## src/hw/rtl/rwps_pkg.sv

```systemverilog
// ============================================================================
// rwps_pkg
// Shared constants, types and register codes of the point smoother.
// ============================================================================
`default_nettype none

package rwps_pkg;

    localparam int NUM_CHANNELS      = 46;
    localparam int KEYPOINT_CHANNELS = 42;
    localparam int WARMUP_FRAMES     = 5;
    localparam int HIST_DEPTH        = 4;

    localparam int CH_W       = 6;
    localparam int SAMPLE_W   = 24;
    localparam int WEIGHT_W   = 16;
    localparam int NUM_WEIGHTS = HIST_DEPTH + 1;
    localparam int CFG_IDX_W  = 3;
    localparam int SLOT_W     = 2;
    localparam int FRAMES_W   = 3;

    // Signed sample times unsigned weight, then the sum of five products.
    localparam int PROD_W      = SAMPLE_W + WEIGHT_W + 1;
    localparam int ACC_W       = PROD_W + 3;
    localparam int ROUND_SHIFT = WEIGHT_W;
    localparam int BOX_SHIFT   = WEIGHT_W + 8;
    localparam int PIXEL_SHIFT = 8;
    localparam int SAT_W       = ACC_W - ROUND_SHIFT;

    localparam int DATA_BITS = CH_W + SAMPLE_W;
    localparam int TDATA_W   = ((DATA_BITS + 7) / 8) * 8;
    localparam int PAD_W     = TDATA_W - DATA_BITS;

    localparam logic [CFG_IDX_W-1:0] REG_WEIGHT_OLDEST   = 3'd0;
    localparam logic [CFG_IDX_W-1:0] REG_WEIGHT_THIRD    = 3'd1;
    localparam logic [CFG_IDX_W-1:0] REG_WEIGHT_SECOND   = 3'd2;
    localparam logic [CFG_IDX_W-1:0] REG_WEIGHT_PREVIOUS = 3'd3;
    localparam logic [CFG_IDX_W-1:0] REG_WEIGHT_CURRENT  = 3'd4;

    typedef logic signed [SAMPLE_W-1:0]               sample_t;
    typedef logic [WEIGHT_W-1:0]                      weight_t;
    typedef logic [NUM_WEIGHTS-1:0][WEIGHT_W-1:0]     weight_set_t;
    typedef logic [HIST_DEPTH-1:0][SAMPLE_W-1:0]      hist_row_t;

    localparam weight_set_t WEIGHT_RESET = {16'd45875, 16'd13107, 16'd6554, 16'd0, 16'd0};

    typedef struct packed {
        logic [CH_W-1:0]   channel;
        sample_t           sample;
        logic              frame_end;
        logic              warm;
        logic              box;
        logic [SLOT_W-1:0] ring;
    } item_t;

    typedef struct packed {
        logic                warm;
        logic [SLOT_W-1:0]   ring;
        logic [FRAMES_W-1:0] frames;
    } frame_state_t;

    typedef struct packed {
        logic              wr_en;
        logic [CH_W-1:0]   ch;
        logic [SLOT_W-1:0] slot;
        sample_t           data;
    } hist_wr_t;

endpackage

`default_nettype wire

```

## src/hw/rtl/rwps_frame_ctrl.sv

```systemverilog
// ============================================================================
// rwps_frame_ctrl
// Frame counter and ring position of the history, with restart.
// ============================================================================
`default_nettype none

module rwps_frame_ctrl (
    input  wire logic               clk,
    input  wire logic               rst_n,
    input  wire logic               step,
    input  wire logic               restart,
    input  wire logic               frame_end,
    output rwps_pkg::frame_state_t  state
);

    localparam int FRAMES_W = rwps_pkg::FRAMES_W;
    localparam logic [FRAMES_W-1:0] WARMUP = FRAMES_W'(rwps_pkg::WARMUP_FRAMES);

    logic [FRAMES_W-1:0]         frames_reg;
    logic [FRAMES_W-1:0]         frames_next;
    logic [rwps_pkg::SLOT_W-1:0] ring_reg;
    logic [rwps_pkg::SLOT_W-1:0] ring_next;
    logic                        warm;

    assign warm = frames_reg < WARMUP;

    always_comb
    begin
        frames_next = frames_reg;
        ring_next   = ring_reg;
        if (step)
        begin
            if (restart)
            begin
                frames_next = '0;
                ring_next   = '0;
            end
            else if (frame_end)
            begin
                ring_next = ring_reg + 1'b1;
                if (warm)
                begin
                    frames_next = frames_reg + 1'b1;
                end
            end
        end
    end

    always_ff @(posedge clk or negedge rst_n)
    begin
        if (!rst_n)
        begin
            frames_reg <= '0;
            ring_reg   <= '0;
        end
        else
        begin
            frames_reg <= frames_next;
            ring_reg   <= ring_next;
        end
    end

    assign state.warm   = warm;
    assign state.ring   = ring_reg;
    assign state.frames = frames_reg;

endmodule

`default_nettype wire

```

## config.mk

```make
export PLATFORM = sky130hd
export DESIGN_NAME = rwps_frame_ctrl
export DESIGN_NICKNAME = d
export VERILOG_FILES = /design/src/hw/rtl/rwps_pkg.sv /design/src/hw/rtl/rwps_frame_ctrl.sv
export SDC_FILE = /design/constraint.sdc
export NUM_CORES = 1
export LEC_CHECK = 0
export BUFFER_PORTS_ARGS = -buffer_cell sky130_fd_sc_hd__clkbuf_2
export CORE_AREA = 2 2 39 41
export DETAILED_ROUTE_END_ITERATION = 8
export DIE_AREA = 0 0 41 43
export MAX_ROUTING_LAYER = met4
export PLACE_DENSITY = 0.43
export SYNTH_ARGS = -nofsm -noshare
export SYNTH_HDL_FRONTEND = slang
export SYNTH_SLANG_ARGS = --single-unit
```

## constraint.sdc

```tcl
create_clock -name clk -period 2.1 [get_ports clk]
set_clock_uncertainty 0.2 [all_clocks]
set_input_delay 0.21 -clock clk [delete_from_list [all_inputs] [get_ports clk]]
set_output_delay 0.21 -clock clk [all_outputs]
set_load 0.01 [all_outputs]
```

==> impl_metrics.json <==
{
  "max-vdd-ir-drop_uv": 225,
  "power_density_mw_per_mm2": 809,
  "grt_start_max_net_pins": 9,
  "first_pass_iters": 4,
  "crit_type": "reg2out",
  "synth-seq-area-share": 0.439,
  "drv_slew": 0,
  "fp.dieW_um": 41,
  "drc": 0,
  "cp-end-kind": "output port",
  "ys_seq_elements": 5,
  "p_leak_nw": 0.194,
  "avgSynthCellArea_um2": 10.6,
  "finalSetupViolations": 0,
  "rows": 14,
  "synth_fp_nets": 33,
  "cp.arrival_ns": 1.05,
  "cpLargestDelayFamily": "flip-flops",
  "final_core_util": 0.278,
  "drv_cap": 0,
  "drive_above_1_share": 0.415,
  "post_cts_resized": 0,
  "gr-total-overflow": 0,
  "antenna_found_initial": 0,
  "report.final.hold_viol_count": 0,
  "io_pins": 11,
  "rsz0062_at_grt": "no",
  "h-tree-depth": 1,
  "required_ns": 1.69,
  "fillers": 147,
  "fin_nets": 48,
  "slowest_stage": "dfrtp_1",
  "die_y_um": 43,
  "portBuffers": 10,
  "routabilityCongestion": 0.676,
  "totalWireLength_um": 691,
  "slew_headroom": 0.864,
  "tightestPinTransition_ns": 0.204,
  "hp-class": "in2reg",
  "post-route-period-util": 0.695,
  "diodes": 0,
  "final_cell_mix": "clkbuf_2, dfrtp_1, a21oi_1, clkbuf_4",
  "clockRootBuffer": "clkbuf_4",
  "slowest_delay_ns": 0.43,
  "cp-start-kind": "register",
  "num_vias": 264,
  "area_growth_pct": 34.6,
  "clkLatencyLatePin_ns": 0.25,
  "syn_area_um2": 285,
  "crit_buf_inv": 1,
  "status": "complete, no violations",
  "cts_tree": "yes",
  "tns_ns": 0,
  "grt_pass1_wl_mm": 1.11,
  "final_antenna_net_count": 0,
  "synthCells": 27,
  "largest_reg_flops": 3,
  "ctsLongestPathBuffers": 2,
  "fmax_mhz": 685,
  "floorplan.initialDensity": 0.206,
  "r2r_setup_slack_ns": 0.70,
  "core_mm2": 0.00138,
  "die_area_mm2": 0.00176,
  "synth-warning-count": 0,
  "cts_sinks": 5,
  "path_cells": "o21ai_2, clkbuf_2",
  "track_usage": 0.102,
  "path_clk_slew_ns": 0.05,
  "cts_buffers": 3,
  "synth.distinct_cells": 19,
  "vias_per_cell": 4.63,
  "timing.final.crit_period_ns": 1.46,
  "drt_iter0_drc": 4,
  "wl_per_cell_um": 12.1,
  "layout_commonest_cell": "clkbuf_2",
  "place.detailed.hpwl_um": 547,
  "crit_fanout": 5,
  "grt_pass1_vias": 261
}
-- final cells by class --
type,instances,area (um2),area share
Timing Repair Buffer,11,60.1,0.156
Tap cell,16,20.0,0.0521
Inverter,2,7.51,0.0195
Clock buffer,4,26.3,0.0684
Sequential cell,5,125,0.326
Multi-Input combinational cell,19,145,0.378
-- cell usage after synthesis (all sizes together) --
master	instances	share of area
a21o	1	0.026
and4b	1	0.039
ha	1	0.044
a21oi	3	0.053
a41o	1	0.035
nand2	2	0.035
o21ai	2	0.048
o22ai	2	0.044
nor2b	1	0.022
buf	1	0.026
nor3b	1	0.026
a31oi	1	0.022
mux2	1	0.053
a22o	1	0.031
dfrtp	5	0.44
a2bb2oi	1	0.031
inv	2	0.026
-- layer usage --
layer	track usage	vias to the layer above	routed length, um
met5	-	-	0
met4	0.0800	0	6
met3	0.0366	2	36
met2	0.138	4	329
met1	0.116	128	319
li1	-	130	-
-- worst paths after layout --
path	cells after the start	startpoint	endpoint
max	2	frames_reg[1]$_DFFE_PN0P_	state[5]
min	2	restart	ring_reg[1]$_DFFE_PN0P_
max reg2reg	3	frames_reg[0]$_DFFE_PN0P_	frames_reg[1]$_DFFE_PN0P_
min reg2reg	2	ring_reg[1]$_DFFE_PN0P_	ring_reg[1]$_DFFE_PN0P_
max in group asynchronous	2	rst_n	ring_reg[0]$_DFFE_PN0P_
min in group asynchronous	2	rst_n	frames_reg[0]$_DFFE_PN0P_
-- worst register-to-register path: cells and delay by family (launching register included) --
kind	cells	cell delay (ns)
and+or+nand+nor	1	0.14
DFF	1	0.43
AOI/OAI and AO/OA	1	0.23
adders and majority gates	1	0.30
-- per-stage QoR --
stage / instances / power [mW] / cell area (um2) / setup slack, ns / hold slack (ns)
detailed placement: 52 / 0.194 / 348 / 0.694 / -0.157
floorplan: 27 / 0.163 / 285 / 0.714 / -0.286
CTS: 57 / 0.316 / 384 / 0.624 / 0.0254
finish: 57 / 0.311 / 384 / 0.641 / 0.0287
global placement: 52 / 0.191 / 348 / 0.738 / -0.160
global route: 57 / 0.331 / 384 / 0.575 / 0.0358
-- power breakdown --
part           switching (mW)  leakage, nW  total, mW  internal (mW)
Clock                  0.0463       0.0150      0.119         0.0723
Sequential             0.0158       0.0655      0.125          0.109
Combinational          0.0328        0.114     0.0671         0.0343
Total                  0.0950        0.194      0.311          0.216
-- timing repair --
action	4_1_cts	5_1_grt
buffers inserted	0	0
hold endpoints to repair	5	0
hold buffers	1	0
-- cells by family (layout without fill, tap and decap cells) --
family                   after synthesis  count (layout)  share of synthesized area
multiplexers                           1               1                     0.0526
AO/OA/AOI/OAI                         12              12                      0.289
flip-flops                             5               5                      0.439
adder cells (fa/ha/maj)                1               1                     0.0439
AND/OR/NAND/NOR                        5               5                      0.123
buffers and inverters                  3              17                     0.0527
Power figures use the tool's default switching activity.
